File: config.mk
export PLATFORM = sky130hd
export DESIGN_NAME = rmth_ctrl
export DESIGN_NICKNAME = d
export VERILOG_FILES = /design/src/rtl/rmth_pkg.sv /design/src/rtl/rmth_ctrl.sv
export SDC_FILE = /design/constraint.sdc
export NUM_CORES = 1
export LEC_CHECK = 0
export BUFFER_PORTS_ARGS = -buffer_cell sky130_fd_sc_hd__buf_2
export CORE_AREA = 5 5 42 44
export CTS_CLUSTER_SIZE = 14
export DETAILED_ROUTE_END_ITERATION = 8
export DIE_AREA = 0 0 47 49
export HOLD_SLACK_MARGIN = 0.1
export PLACE_DENSITY = 0.6
export SLEW_MARGIN = 10
export SYNTH_ARGS = -nofsm -noshare
export SYNTH_HDL_FRONTEND = slang
export SYNTH_SLANG_ARGS = --single-unit
export TNS_END_PERCENT = 30
File: constraint.sdc
create_clock -name aclk -period 1 [get_ports aclk]
set_input_delay 0.2 -clock aclk [delete_from_list [all_inputs] [get_ports aclk]]
set_output_delay 0.2 -clock aclk [all_outputs]
set_load 0.02 [all_outputs]
File: src/rtl/rmth_pkg.sv
package rmth_pkg;

    localparam int CAPACITY_DEF    = 1024;
    localparam int SAMPLE_BITS_DEF = 16;
    localparam int MEDIAN_BITS     = 16;
    localparam int COUNT_BITS      = 11;

    localparam logic OP_INSERT = 1'b0;
    localparam logic OP_CLEAR  = 1'b1;

    // controller to datapath
    typedef struct packed {
        logic load;       // capture input, start item
        logic clear;      // empty both heaps
        logic route;      // decide placement from tops
        logic push_start; // begin sift-up
        logic push_step;  // one sift-up phase
        logic repl_start; // begin sift-down
        logic repl_step;  // one sift-down phase
        logic finish;     // never driven; the result is formed combinationally
    } rmth_cmd_t;

    // datapath to controller
    typedef struct packed {
        logic is_clear;
        logic full;
        logic need_repl;
        logic push_done;
        logic repl_done;
    } rmth_sts_t;

endpackage

File: src/rtl/rmth_ctrl.sv
module rmth_ctrl
    import rmth_pkg::*;
(
    input  logic      aclk,
    input  logic      aresetn,
    input  logic      in_valid,
    output logic      in_ready,
    output logic      out_valid,
    input  logic      out_ready,
    output rmth_cmd_t cmd,
    input  rmth_sts_t sts
);

    localparam logic [2:0] S_IDLE  = 3'd0;
    localparam logic [2:0] S_DEC   = 3'd1;
    localparam logic [2:0] S_ROUTE = 3'd2;
    localparam logic [2:0] S_REPL  = 3'd3;
    localparam logic [2:0] S_PUSHS = 3'd4;
    localparam logic [2:0] S_PUSH  = 3'd5;
    localparam logic [2:0] S_OUT   = 3'd6;

    logic [2:0] state_reg, state_next;

    assign in_ready  = state_reg == S_IDLE;
    assign out_valid = state_reg == S_OUT;

    always_comb begin
        state_next = state_reg;
        cmd = '0;
        unique case (state_reg)
            S_IDLE: if (in_valid) begin
                cmd.load = 1'b1; state_next = S_DEC;
            end
            S_DEC: begin
                if (sts.is_clear) begin
                    cmd.clear = 1'b1; state_next = S_OUT;
                end else if (sts.full) begin
                    cmd.route = 1'b1; state_next = S_OUT;
                end else begin
                    cmd.route = 1'b1; state_next = S_ROUTE;
                end
            end
            S_ROUTE: begin
                if (sts.need_repl) begin
                    cmd.repl_start = 1'b1; state_next = S_REPL;
                end else begin
                    state_next = S_PUSHS;
                end
            end
            S_REPL: begin
                if (sts.repl_done) state_next = S_PUSHS;
                else cmd.repl_step = 1'b1;
            end
            S_PUSHS: begin
                cmd.push_start = 1'b1; state_next = S_PUSH;
            end
            S_PUSH: begin
                if (sts.push_done) state_next = S_OUT;
                else cmd.push_step = 1'b1;
            end
            S_OUT: if (out_ready) state_next = S_IDLE;
            default: state_next = S_IDLE;
        endcase
    end

    always_ff @(posedge aclk) begin
        if (!aresetn) state_reg <= S_IDLE;
        else          state_reg <= state_next;
    end

endmodule
==> summary.md <==
| Metric | Value |
|---|---|
| Status | `finished, violations left` |
| Violations in the final reports | `negative setup slack` |
| Post-layout net count | `83` |
| PD cells | `1550 mW/mm2` |
| Bufs and invs on worst path | `2` |
| Hold path endpoint | `state_reg[2]$_SDFFE_PN0P_` |
| Post-route non-filler standard cell count | `89` |
| Residual DRC count | `0` |
| Leakage power summed over all cells | `0.317 nW` |
| Met3 Routed Length | `57 um` |
| Master of the slowest instance on the critical path | `sky130_fd_sc_hd__dfxtp_4` |
| H-Tree Depth | `1` |
| Crit. End Element | `primary output` |
| # port buffers | `17` |
| Number of flip-flops under the largest register name | `3` |
| Synth Instances | `38` |
| Unique cell type count in the Yosys netlist | `26` |
| Final design instance area without fill | `667 um2` |
| Number of sinks on the clock net | `3` |
| Internal cell power | `0.000646 W` |
| Part of the cycle the worst path needs | `136%` |
| Sequential fraction of the synthesis area | `19.8%` |
| Combinational share of power | `59.9%` |
| Drt first-iter violations | `4` |
| Count of final setup violators | `12` |
| Mapped cell area | `304 um2` |
| Path depth of the worst reg2reg path | `4` |
| Startpoint type of the worst setup path | `flip-flop` |
| Cts bufs inserted | `3` |
| Dominant synthesized flop cell | `sky130_fd_sc_hd__dfxtp_1` |
| Clock Pin Slew Worst Setup and Hold Paths | `40 ps` |
| Total Die Area | `0.00230 mm2` |
| Relative contribution of the clock network to total power | `21.1%` |
| Final critical delay including setup and external delays | `1360 ps` |
| Count of warnings emitted by yosys | `0` |
| Top-Level Pins | `19` |
| Switching Share | `37.5%` |
| Root cell of the clock tree | `sky130_fd_sc_hd__clkbuf_4` |
| Fraction of final layout cells with drive strength greater than 1 | `78.1%` |
| Post-synth EDFFs | `0` |
| Cells taking the most area after synthesis | `sky130_fd_sc_hd__dfxtp_1, sky130_fd_sc_hd__buf_4, sky130_fd_sc_hd__nor3b_1` |
| Crit-path leading delay family | `flip-flops` |
| Half-perimeter wire length of the detailed placement result | `679 um` |
| Commonest cells post-synth | `sky130_fd_sc_hd__buf_4, sky130_fd_sc_hd__dfxtp_1, sky130_fd_sc_hd__nor3b_1, sky130_fd_sc_hd__o21ai_0` |
| Last weighted congestion value of the routability-driven placer | `0.706` |
| Critical path fanouts, max | `6` |
| Routed len/inst | `12.3 um` |
| Final max-slew violation count | `0` |
| Vertical die dimension | `49 um` |
| Reg-to-reg startpoint | `state_reg[2]$_SDFFE_PN0P_` |
| First-pass iteration count of the detailed router | `2` |
| Top routing layer used | `met4` |
| Synthesized net count | `47` |
| Diode count | `0` |
| Number of register bits inferred by synthesis | `3` |
| Vias per cell | `4.61` |
| Max_cap viols | `0` |
| Area added between synthesis and finish | `119%` |
| Cell type with the highest aggregate area in the netlist | `sky130_fd_sc_hd__dfxtp_1` |
| Initial cell density of the core | `21.7%` |
| Final-report hold violation count | `0` |
| Count of cells along the worst hold path | `3` |
| Highest cell delay on the worst timing path | `380 ps` |
| Initial antenna violation count | `0` |
| GRT overflow | `0` |
| Final WS setup | `-356 ps` |
| Req. time, crit path | `800 ps` |
| Met1 layer wirelength in the final routing | `442 um` |
| Type of the setup path with the least slack | `reg2out` |
| Net switching power | `0.000388 W` |
| Data arrival time of the critical path | `1160 ps` |
| Clock tree from TritonCTS | `done` |
| Worst-case clock buffer depth | `2` |
| Vias in the first global route | `408` |
| Capture point of the worst reg-to-reg path | `state_reg[1]$_SDFFE_PN0P_` |
| GRT Util Overall | `9.70%` |
| Setup repair after global routing missed its margin | `yes` |
| Count of placed standard cells including taps | `75` |
| Instance area after placement | `484 um2` |
| Max IR drop VDD | `0.000733 V` |
| Routed via count | `410` |
| Pre-CTS setup slack | `-240 ps` |
| Later-pin clock latency in the skew report | `230 ps` |
| Core box area | `0.00140 mm2` |
| Post-Syn Area per Cell | `8.00 um2` |
| Reg power frac | `19.0%` |
| Number of rows created at floorplan | `14` |
| Area share of the largest cell type after synthesis | `19.8%` |
| Amount of wire on met2 after detailed routing | `568 um` |
| Maximum number of pins on one net before global-route repair | `12` |
| Fraction of registers with async set or reset after synthesis | `0%` |
| Worst Clk Skew | `6.37 ps` |
| Global-route wire length before repair | `1.59 mm` |
| Routed Antenna Nets | `0` |
| Cells traversed along the worst timing path | `buf_6 > nor4b_4 > buf_4` |
| Highest clock frequency the design can meet | `737 MHz` |
| HP Start | `aresetn` |
| X dimension of the die | `47 um` |
| Final routed wirelength across all metal layers | `1.10 mm` |
| Kind of path behind the tightest hold check | `in2reg` |
| Setup slack, reg-to-reg | `-290 ps` |
==> power by group through the flow <==
stage / logic [W] / clock network [W] / registers (W)
after detailed placement: 0.000439 / 0 / 0.000204
after CTS: 0.000537 / 0.000225 / 0.000203
after floorplan: 0.000335 / 0 / 0.000165
after global placement: 0.000437 / 0 / 0.000202
final: 0.000619 / 0.000218 / 0.000196
after global routing: 0.000660 / 0.000230 / 0.000203
==> worst register-to-register path, cell delays in order (launching register included) <==
cell	delay [ps]
sky130_fd_sc_hd__dfxtp_4	360
sky130_fd_sc_hd__buf_6	130
sky130_fd_sc_hd__buf_6	120
sky130_fd_sc_hd__o41a_1	420
sky130_fd_sc_hd__nor3b_1	140
==> cells in the final DEF (no fill, tap or decap), types with 2 or more instances in the layout <==
cell type	n
sky130_fd_sc_hd__buf_4	15
sky130_fd_sc_hd__clkbuf_4	3
sky130_fd_sc_hd__buf_2	9
sky130_fd_sc_hd__dfxtp_4	3
sky130_fd_sc_hd__nand2b_1	2
sky130_fd_sc_hd__o21ai_0	3
sky130_fd_sc_hd__inv_2	2
sky130_fd_sc_hd__nor3b_2	2
sky130_fd_sc_hd__buf_6	11
==> worst max path at each step <==
stage	startpoint	end	slack, ps	cells after the start
2_1_floorplan	state_reg[1]$_SDFFE_PN0P_	cmd[7]	-170	3
3_3_place_gp	state_reg[2]$_SDFFE_PN0P_	cmd[7]	-210	4
3_5_place_dp	state_reg[2]$_SDFFE_PN0P_	cmd[7]	-240	4
4_1_cts	state_reg[1]$_SDFFE_PN0P_	cmd[6]	-330	3
5_1_grt	state_reg[2]$_SDFFE_PN0P_	cmd[3]	-420	3
6_report	state_reg[2]$_SDFFE_PN0P_	cmd[3]	-360	3
==> layout make-up <==
class                           instances  area [um2]
Sequential cell                         3        71.3
Clock buffer                            4        26.3
Tap cell                               16        20.0
Inverter                                2        7.51
Timing Repair Buffer                   35         282
Fill cell                             143         734
Multi-Input combinational cell         29         260
==> per-layer routing <==
metal | vias up | track usage [%]
li1 | 209 | -
met1 | 186 | 10.3
met2 | 13 | 16.3
met3 | 2 | 1.48
met4 | 0 | 6.91
met5 | - | 0
==> stage by stage <==
stage / power (W) / TNS, ps / hold WS (ps) / utilization [%]
3_3_place_gp: 0.000639 / -1920 / 526 / 34.6
6_report: 0.00103 / -3280 / 290 / 47.6
3_5_place_dp: 0.000642 / -2070 / 511 / 34.6
4_1_cts: 0.000964 / -3130 / 272 / 42.3
5_1_grt: 0.00109 / -3870 / 303 / 47.6
2_1_floorplan: 0.000499 / -666 / 364 / -
==> timing repair <==
action,4_1_cts,5_1_grt
setup buffers,4,6
pin swaps,4,7
resized for setup,22,11
setup endpoints to repair,12,12
hold buffers,0,0
==> kinds of logic after synthesis <==
family          share of synthesized area, %
other cells                             1.23
flops                                   19.8
simple gates                            37.0
buf+inv                                 13.6
compound gates                          28.4
No activity file was read; power rests on OpenSTA's default activity.
